<file path="src/rc_frame_receiver_core_defines.svh">
// Assertion macros for the radio-control frame receiver.
// Used by rc_frame_receiver_core; expects a clock named clk and a reset named rst.
`ifndef RC_FRAME_RECEIVER_CORE_DEFINES_SVH
`define RC_FRAME_RECEIVER_CORE_DEFINES_SVH

// Check that the consequent holds in the same cycle as the antecedent.
`define RCFR_ASSERT_IMPLY(label, ante, cons) \
  label: assert property (@(posedge clk) disable iff (rst) (ante) |-> (cons)) \
    else $error("rc frame receiver: implication check failed");

// Check that the consequent holds in the cycle after the antecedent.
`define RCFR_ASSERT_NEXT(label, ante, cons) \
  label: assert property (@(posedge clk) disable iff (rst) (ante) |=> (cons)) \
    else $error("rc frame receiver: next-cycle check failed");

`endif

</file>
<file path="src/rcfr_pkg.sv">
// Shared types and constants for the radio-control frame receiver.
// No dependencies; imported by rc_frame_receiver_core.
package rcfr_pkg;

  localparam int MAX_CHANNELS   = 256;
  localparam int MAX_VALUE_BITS = 12;
  localparam int FIFO_DEPTH     = 4;
  localparam int PTR_W          = $clog2(FIFO_DEPTH);
  localparam int CNT_W          = $clog2(FIFO_DEPTH + 1);

  localparam logic [7:0] START_MARKER_RESET = 8'd201;
  localparam logic [7:0] END_MARKER_RESET   = 8'd147;
  localparam logic [7:0] ERROR_STEP         = 8'd4;

  localparam logic [7:0] REG_START_MARKER = 8'd0;
  localparam logic [7:0] REG_END_MARKER   = 8'd1;

  localparam logic KIND_CHANNEL = 1'b0;
  localparam logic KIND_FRAME   = 1'b1;

  typedef enum logic [2:0] {
    PH_IDLE = 3'd0,
    PH_PID  = 3'd1,
    PH_TID  = 3'd2,
    PH_CFG  = 3'd3,
    PH_MESH = 3'd4,
    PH_DATA = 3'd5,
    PH_SUM  = 3'd6,
    PH_END  = 3'd7
  } phase_t;

  typedef struct packed {
    logic        kind;
    logic [7:0]  channel_index;
    logic [11:0] channel_value;
    logic [7:0]  packet_id;
    logic [7:0]  transmitter_id;
    logic [3:0]  route_len;
    logic        checksum_ok;
    logic        end_ok;
    logic [7:0]  error_count;
    logic        last;
  } result_t;

endpackage

</file>
<file path="src/rc_frame_receiver_core.sv">
// Radio-control frame receiver: one received byte per transaction in, channel
// values and frame status out. Each byte is parsed combinationally from the
// frame registers into a four-entry result queue. A byte is taken every cycle
// while the queue has room for two results; a byte that completes two channel
// values pushes two results; the sustained rate is one byte per cycle except
// where the output side (one result per unstalled cycle) is the limit. Channel
// values of a failed frame are still delivered; the frame result that follows
// the end byte reports checksum_ok and end_ok. The markers are written through
// the configuration port (index 0 start marker, index 1 end marker).
`include "rc_frame_receiver_core_defines.svh"

module rc_frame_receiver_core (
  input  logic        clk,
  input  logic        rst,
  input  logic        cfg_valid,
  output logic        cfg_ready,
  input  logic [7:0]  cfg_index,
  input  logic [7:0]  cfg_data,
  input  logic        rx_valid,
  output logic        rx_stall,
  input  logic [7:0]  rx_byte,
  output logic        res_valid,
  input  logic        res_stall,
  output logic        kind,
  output logic [7:0]  channel_index,
  output logic [11:0] channel_value,
  output logic [7:0]  packet_id,
  output logic [7:0]  transmitter_id,
  output logic [3:0]  route_len,
  output logic        checksum_ok,
  output logic        end_ok,
  output logic [7:0]  error_count,
  output logic        last
);
  import rcfr_pkg::*;

  logic [7:0]  start_marker;
  logic [7:0]  end_marker;

  phase_t      phase, phase_next;
  logic [7:0]  frame_packet_id, frame_packet_id_next;
  logic [7:0]  frame_transmitter_id, frame_transmitter_id_next;
  logic [3:0]  bits_per_channel, bits_per_channel_next;
  logic [8:0]  channels_in_frame, channels_in_frame_next;
  logic [8:0]  data_bytes_left, data_bytes_left_next;
  logic [11:0] channel_accumulator, channel_accumulator_next;
  logic [8:0]  channel_counter, channel_counter_next;
  logic [3:0]  bit_position, bit_position_next;
  logic [7:0]  running_xor, running_xor_next;
  logic [3:0]  frame_routing, frame_routing_next;
  logic        checksum_matched, checksum_matched_next;
  logic [7:0]  error_counter, error_counter_next;

  result_t     fifo [FIFO_DEPTH];
  logic [PTR_W-1:0] head;
  logic [PTR_W-1:0] tail;
  logic [CNT_W-1:0] count;

  logic        rx_acc;
  logic        res_acc;
  logic [1:0]  push_n;
  result_t     res0, res1;

  logic [3:0]  cfg_bits;
  logic [2:0]  cfg_ckey;
  logic [8:0]  cfg_chans;
  logic [12:0] cfg_total;

  logic [11:0] v0, v1;
  logic [8:0]  i0, i1;
  logic [1:0]  n_chan;
  logic [11:0] acc;
  logic [3:0]  pos;
  logic [8:0]  cnt;
  logic [8:0]  left_dec;

  assign cfg_ready = 1'b1;
  assign rx_acc    = rx_valid && !rx_stall;
  assign res_acc   = res_valid && !res_stall;

  // Channel-count key and data length from the configuration byte.
  always_comb begin
    cfg_bits = 4'd5 + {1'b0, rx_byte[2:0]};
    if (cfg_bits > 4'(MAX_VALUE_BITS)) begin
      cfg_bits = 4'(MAX_VALUE_BITS);
    end
    cfg_ckey  = rx_byte[5:3];
    cfg_chans = (cfg_ckey == 3'd7) ? 9'd256 : (9'd1 << cfg_ckey);
    if (cfg_chans > 9'(MAX_CHANNELS)) begin
      cfg_chans = 9'(MAX_CHANNELS);
    end
    cfg_total = 13'(cfg_bits) * 13'(cfg_chans) + 13'd7;
  end

  // Unpack the eight bits of one data byte, LSB first.
  always_comb begin
    acc    = channel_accumulator;
    pos    = bit_position;
    cnt    = channel_counter;
    n_chan = 2'd0;
    v0     = '0;
    v1     = '0;
    i0     = '0;
    i1     = '0;
    for (int i = 0; i < 8; i++) begin
      if (cnt < channels_in_frame) begin
        if (rx_byte[i]) begin
          acc[pos] = 1'b1;
        end
        pos = pos + 4'd1;
        if (pos >= bits_per_channel) begin
          if (n_chan == 2'd0) begin
            v0 = acc;
            i0 = cnt;
          end else begin
            v1 = acc;
            i1 = cnt;
          end
          n_chan = n_chan + 2'd1;
          cnt    = cnt + 9'd1;
          acc    = '0;
          pos    = '0;
        end
      end
    end
    left_dec = (data_bytes_left != '0) ? data_bytes_left - 9'd1 : data_bytes_left;
  end

  // Next state.
  always_comb begin
    phase_next                = phase;
    frame_packet_id_next      = frame_packet_id;
    frame_transmitter_id_next = frame_transmitter_id;
    bits_per_channel_next     = bits_per_channel;
    channels_in_frame_next    = channels_in_frame;
    data_bytes_left_next      = data_bytes_left;
    channel_accumulator_next  = channel_accumulator;
    channel_counter_next      = channel_counter;
    bit_position_next         = bit_position;
    running_xor_next          = running_xor;
    frame_routing_next        = frame_routing;
    checksum_matched_next     = checksum_matched;
    error_counter_next        = error_counter;
    unique case (phase)
      PH_IDLE: begin
        if (rx_byte == start_marker) begin
          running_xor_next      = '0;
          frame_routing_next    = '0;
          checksum_matched_next = 1'b0;
          phase_next            = PH_PID;
        end
      end
      PH_PID: begin
        frame_packet_id_next = rx_byte;
        running_xor_next     = rx_byte;
        phase_next           = PH_TID;
      end
      PH_TID: begin
        frame_transmitter_id_next = rx_byte;
        running_xor_next          = running_xor ^ rx_byte;
        phase_next                = PH_CFG;
      end
      PH_CFG: begin
        bits_per_channel_next    = cfg_bits;
        channels_in_frame_next   = cfg_chans;
        data_bytes_left_next     = cfg_total[11:3];
        channel_accumulator_next = '0;
        channel_counter_next     = '0;
        bit_position_next        = '0;
        running_xor_next         = running_xor ^ rx_byte;
        phase_next               = rx_byte[7] ? PH_MESH : PH_DATA;
      end
      PH_MESH: begin
        frame_routing_next = rx_byte[3:0];
        running_xor_next   = running_xor ^ rx_byte;
        phase_next         = PH_DATA;
      end
      PH_DATA: begin
        running_xor_next         = running_xor ^ rx_byte;
        channel_accumulator_next = acc;
        bit_position_next        = pos;
        channel_counter_next     = cnt;
        data_bytes_left_next     = left_dec;
        if (left_dec == '0) begin
          phase_next = PH_SUM;
        end
      end
      PH_SUM: begin
        checksum_matched_next = (rx_byte == running_xor);
        if (rx_byte != running_xor) begin
          error_counter_next = error_counter + ERROR_STEP;
        end
        phase_next = PH_END;
      end
      PH_END: begin
        if (rx_byte != end_marker) begin
          error_counter_next = error_counter + ERROR_STEP;
        end
        phase_next = PH_IDLE;
      end
      default: begin
        phase_next = PH_IDLE;
      end
    endcase
  end

  // Results produced by the current byte.
  always_comb begin
    res0 = '0;
    res0.packet_id      = frame_packet_id;
    res0.transmitter_id = frame_transmitter_id;
    res0.route_len      = frame_routing;
    res0.error_count    = error_counter_next;
    res1 = res0;
    push_n = 2'd0;
    if (rx_acc) begin
      if (phase == PH_DATA) begin
        push_n              = n_chan;
        res0.kind           = KIND_CHANNEL;
        res0.channel_index  = i0[7:0];
        res0.channel_value  = v0;
        res0.last           = (n_chan == 2'd1);
        res1.kind           = KIND_CHANNEL;
        res1.channel_index  = i1[7:0];
        res1.channel_value  = v1;
        res1.last           = 1'b1;
      end else if (phase == PH_END) begin
        push_n           = 2'd1;
        res0.kind        = KIND_FRAME;
        res0.checksum_ok = checksum_matched;
        res0.end_ok      = (rx_byte == end_marker);
        res0.last        = 1'b1;
      end
    end
  end

  // Outputs.
  always_comb begin
    rx_stall       = (count > CNT_W'(FIFO_DEPTH - 2));
    res_valid      = (count != '0);
    kind           = fifo[head].kind;
    channel_index  = fifo[head].channel_index;
    channel_value  = fifo[head].channel_value;
    packet_id      = fifo[head].packet_id;
    transmitter_id = fifo[head].transmitter_id;
    route_len      = fifo[head].route_len;
    checksum_ok    = fifo[head].checksum_ok;
    end_ok         = fifo[head].end_ok;
    error_count    = fifo[head].error_count;
    last           = fifo[head].last;
  end

  always_ff @(posedge clk) begin
    if (rst) begin
      start_marker <= START_MARKER_RESET;
      end_marker   <= END_MARKER_RESET;
    end else if (cfg_valid && cfg_ready) begin
      if (cfg_index == REG_START_MARKER) begin
        start_marker <= cfg_data;
      end else if (cfg_index == REG_END_MARKER) begin
        end_marker <= cfg_data;
      end
    end
  end

  always_ff @(posedge clk) begin
    if (rst) begin
      phase                <= PH_IDLE;
      frame_packet_id      <= '0;
      frame_transmitter_id <= '0;
      bits_per_channel     <= 4'(MAX_VALUE_BITS);
      channels_in_frame    <= '0;
      data_bytes_left      <= '0;
      channel_accumulator  <= '0;
      channel_counter      <= '0;
      bit_position         <= '0;
      running_xor          <= '0;
      frame_routing        <= '0;
      checksum_matched     <= 1'b0;
      error_counter        <= '0;
    end else if (rx_acc) begin
      phase                <= phase_next;
      frame_packet_id      <= frame_packet_id_next;
      frame_transmitter_id <= frame_transmitter_id_next;
      bits_per_channel     <= bits_per_channel_next;
      channels_in_frame    <= channels_in_frame_next;
      data_bytes_left      <= data_bytes_left_next;
      channel_accumulator  <= channel_accumulator_next;
      channel_counter      <= channel_counter_next;
      bit_position         <= bit_position_next;
      running_xor          <= running_xor_next;
      frame_routing        <= frame_routing_next;
      checksum_matched     <= checksum_matched_next;
      error_counter        <= error_counter_next;
    end
  end

  always_ff @(posedge clk) begin
    if (push_n != 2'd0) begin
      fifo[tail] <= res0;
    end
    if (push_n == 2'd2) begin
      fifo[tail + PTR_W'(1)] <= res1;
    end
  end

  always_ff @(posedge clk) begin
    if (rst) begin
      head  <= '0;
      tail  <= '0;
      count <= '0;
    end else begin
      tail  <= tail + PTR_W'(push_n);
      head  <= head + PTR_W'(res_acc);
      count <= count + CNT_W'(push_n) - CNT_W'(res_acc);
    end
  end

  `RCFR_ASSERT_IMPLY(a_fifo_bound, 1'b1, count <= CNT_W'(FIFO_DEPTH))
  `RCFR_ASSERT_IMPLY(a_idle_silent, rx_acc && phase == PH_IDLE, push_n == 2'd0)
  `RCFR_ASSERT_IMPLY(a_end_one_frame, rx_acc && phase == PH_END,
                     push_n == 2'd1 && res0.kind == KIND_FRAME)
  `RCFR_ASSERT_NEXT(a_end_to_idle, rx_acc && phase == PH_END, phase == PH_IDLE)

endmodule

</file>
<file path="config.mk">
export PLATFORM = sky130hd
export DESIGN_NAME = rc_frame_receiver_core
export DESIGN_NICKNAME = d
export VERILOG_FILES = /design/src/rcfr_pkg.sv /design/src/rc_frame_receiver_core.sv
export VERILOG_INCLUDE_DIRS = /design/src /design/src/src
export SDC_FILE = /design/constraint.sdc
export NUM_CORES = 1
export LEC_CHECK = 0
export BUFFER_PORTS_ARGS = -buffer_cell sky130_fd_sc_hd__buf_4
export CELL_PAD_IN_SITES_DETAIL_PLACEMENT = 1
export CELL_PAD_IN_SITES_GLOBAL_PLACEMENT = 2
export CORE_MARGIN = 2
export CORE_UTILIZATION = 36
export CTS_CLUSTER_SIZE = 16
export DETAILED_ROUTE_END_ITERATION = 8
export GPL_ROUTABILITY_DRIVEN = 0
export PLACE_DENSITY = 0.77
export SYNTH_ARGS = -nofsm -noshare
export SYNTH_HDL_FRONTEND = slang
export SYNTH_SLANG_ARGS = --single-unit
</file>
<file path="constraint.sdc">
create_clock -name clk -period 17.7 [get_ports clk]
set_clock_uncertainty 0.2 [all_clocks]
set_input_delay 2.655 -clock clk [delete_from_list [all_inputs] [get_ports clk]]
set_output_delay 2.655 -clock clk [all_outputs]
set_load 0.02 [all_outputs]
</file>
==> results.json <==
{
  "period_minus_slack_ns": 17.36,
  "die-area_sq_um": 73800,
  "viasPerCell": 6.217,
  "p_leak_uw": 0.01134,
  "maxSlewHeadroom_pct": 5.207,
  "slowest_stage": "o21ai_0",
  "rows": 98,
  "clockRootBuffer": "clkbuf_16",
  "initial_core_util_pct": 36.20,
  "path_class": "reg -> reg",
  "port_buffers": 80,
  "path_depth": 90,
  "path_max_fanout": 21,
  "critPathMaxStageDelay_ns": 0.53,
  "synth_edf_count": 188,
  "ys_seq_area_share_pct": 31.12,
  "n_antenna_cell": 0,
  "synth_common_cells": "nor2_1, nand2_1, a21oi_1",
  "dr.pass1.iters": 5,
  "hold_class": "reg -> reg",
  "cts_buffer_depth": 3,
  "synthFlopType": "edfxtp_1",
  "cts_tree": "built",
  "fillers": 8175,
  "first_global_vias": 26270,
  "dieWidth_um": 271.7,
  "synth.distinct_cells": 111,
  "numClockSinks": 307,
  "final_core_util_pct": 44.71,
  "track_usage_pct": 28.36,
  "vias": 26310,
  "cts_made_buffers": 36,
  "core_sq_um": 71240,
  "cp-start-kind": "flop",
  "end_kind": "flop",
  "drc": 0,
  "final_antenna_net_count": 0,
  "reg2regPathDepth": 90,
  "clkLatencyLatePin_ns": 0.56,
  "dp_cells": 4074,
  "clk_pin_slew_ns": 0.06,
  "cp_common_cell": "buf_4",
  "cp_num_buf_inv": 16,
  "grt_antenna_before_repair": 1,
  "dp.final_hpwl_um": 80680,
  "fin_crit_sh_pct": 98.05,
  "syn_inst": 3042,
  "ys_seq_elements": 307,
  "arrival_ns": 17.42,
  "area_growth_pct": 23.48,
  "rsz0062_at_grt": "yes",
  "h-tree-depth": 2,
  "hold_violations": 0,
  "yosys-top-cells-area": "edfxtp_1, dfxtp_1, ha_1",
  "cap_violations": 0,
  "powerDensity_nw_per_um2": 53.14,
  "crit_required_ns": 17.77,
  "total_power_uw": 1692,
  "holdWs_ns": 0.2608,
  "holdPathStages": 2,
  "netlist_area_sq_um": 25790,
  "drt-initial-drc-count": 2415,
  "avgRoutedWirePerCell_um": 25.95,
  "gr-total-overflow": 0,
  "syn-mean-instance-area_sq_um": 8.479,
  "synth_top_area_share_pct": 21.89,
  "fmax_mhz": 57.62,
  "finalWirelength_um": 109800,
  "finalMaxSlewViolations": 0,
  "status": "finished, final reports clean",
  "yosysTopAreaCell": "edfxtp_1",
  "die_h_um": 271.7,
  "ioPinCount": 84,
  "layout.nets": 3431,
  "stdcell_count": 4232,
  "cp_top_family": "compound AO/OA/AOI/OAI gates",
  "async_reset_ff_share_pct": 0,
  "grt_max_degree": 77,
  "yosys_warnings": 0,
  "worst_pin_slew_ns": 1.412,
  "drive_above_1_share_pct": 24.65,
  "yosysMostFrequentCell": "nor2_1",
  "setup_viol": 0,
  "irDropWorstVdd_mv": 0.05678,
  "fin_tns_setup_ns": 0,
  "grt_pass1_wl_um": 163700
}
[per-stage QoR]
stage / worst slack, ns / area (sq um)
floorplan: 0.004498 / 26100
global placement: -0.3341 / 28740
detailed placement: -0.9183 / 28740
CTS: 0.02114 / 30280
global route: -0.3476 / 31850
finish: 0.3449 / 31850
[cell usage in the layout, fill, tap and decap left out, drive strengths merged, types with 17 or more instances in the layout]
cell type / count
a211o: 18
a211oi: 85
a21boi: 85
a21o: 37
a21oi: 249
a31oi: 50
a32oi: 21
and2: 31
and3: 34
buf: 395
clkbuf: 48
dfxtp: 119
edfxtp: 188
ha: 136
inv: 105
mux2i: 48
mux4: 50
nand2: 282
nand2b: 19
nand3: 79
nand4: 43
nor2: 309
nor2b: 30
nor3: 88
nor4: 18
o211ai: 67
o21ai: 147
o22ai: 101
o31ai: 17
or3: 20
xnor2: 78
xor2: 33
[routing by layer]
metal | vias to the layer above | share of wire [%] | track usage, %
met5 | - | 0 | 0
met4 | 0 | 3.7 | 10.70
met3 | 210 | 6.7 | 3.786
met2 | 990 | 46 | 45.60
met1 | 13210 | 43 | 38.74
li1 | 11900 | - | -
[state kept, by name, summed over array words and instances, names as in the netlist, 3 cells and up]
name / flops
channels_in_frame: 8
phase: 3
running_xor: 8
bits_per_channel: 4
channel_counter: 9
frame_packet_id: 8
channel_accumulator: 12
frame_routing: 4
end_marker: 8
fifo: 200
bit_position: 4
data_bytes_left: 9
start_marker: 8
error_counter: 6
count: 3
frame_transmitter_id: 8
[power breakdown]
group / internal (uW) / leakage [uW] / switching, uW / total, uW
clock network: 421 / 0.000568 / 319 / 739
registers: 758 / 0.00226 / 19.7 / 778
logic: 76.5 / 0.00851 / 98.7 / 175
[final cells by class]
cell class	instances	area (sq um)	share of cell area (%)
Clock buffer	48	965.9	3.033
Clock inverter	18	182.7	0.5736
Tap cell	950	1189	3.732
Sequential cell	307	8041	25.25
Multi-Input combinational cell	2414	17970	56.43
Inverter	100	379.1	1.190
Timing Repair Buffer	395	3118	9.790
[worst reg2reg max path: cells and delay by family (launching register included)]
kind / cells / cell delay [ns]
buffers and inverters: 16 / 2.23
and+or+nand+nor: 27 / 4.53
adders and majority gates: 8 / 2.15
DFF: 1 / 0.43
AOI/OAI and AO/OA: 31 / 6.02
xor gates and xnor gates: 8 / 1.47
[logic make-up after synthesis]
| group | after synthesis | synth area share (%) |
|---|---|---|
| compound gates | 1025 | 26.80 |
| simple gates | 1019 | 18.98 |
| buf+inv | 322 | 5.026 |
| flops | 307 | 31.12 |
| fa+ha+maj | 148 | 7.529 |
| xor+xnor | 112 | 3.891 |
| mux | 107 | 6.622 |
| other cells | 2 | 0.02912 |
[path summary, 6_finish.rpt]
check	startpoint	endpoint	slack, ns
worst min register to register	fifo[0][51]$_SDFFE_PP0N_	fifo[0][51]$_SDFFE_PP0N_	0.26
worst max register to register	bit_position[0]$_SDFFE_PP0P_	fifo[1][33]$_DFFE_PP_	0.34
worst min-delay path	fifo[0][51]$_SDFFE_PP0N_	fifo[0][51]$_SDFFE_PP0N_	0.26
worst max-delay path	bit_position[0]$_SDFFE_PP0P_	fifo[1][33]$_DFFE_PP_	0.34
[repair_timing]
| action | CTS | global route |
|---|---|---|
| setup endpoints to repair | 414 | 418 |
| pin swaps | 19 | 110 |
| setup buffers | 20 | 72 |
| hold buffers | 0 | 0 |
| gates resized for setup | 52 | 203 |
Note: power is estimated with default switching activity, not from simulation.
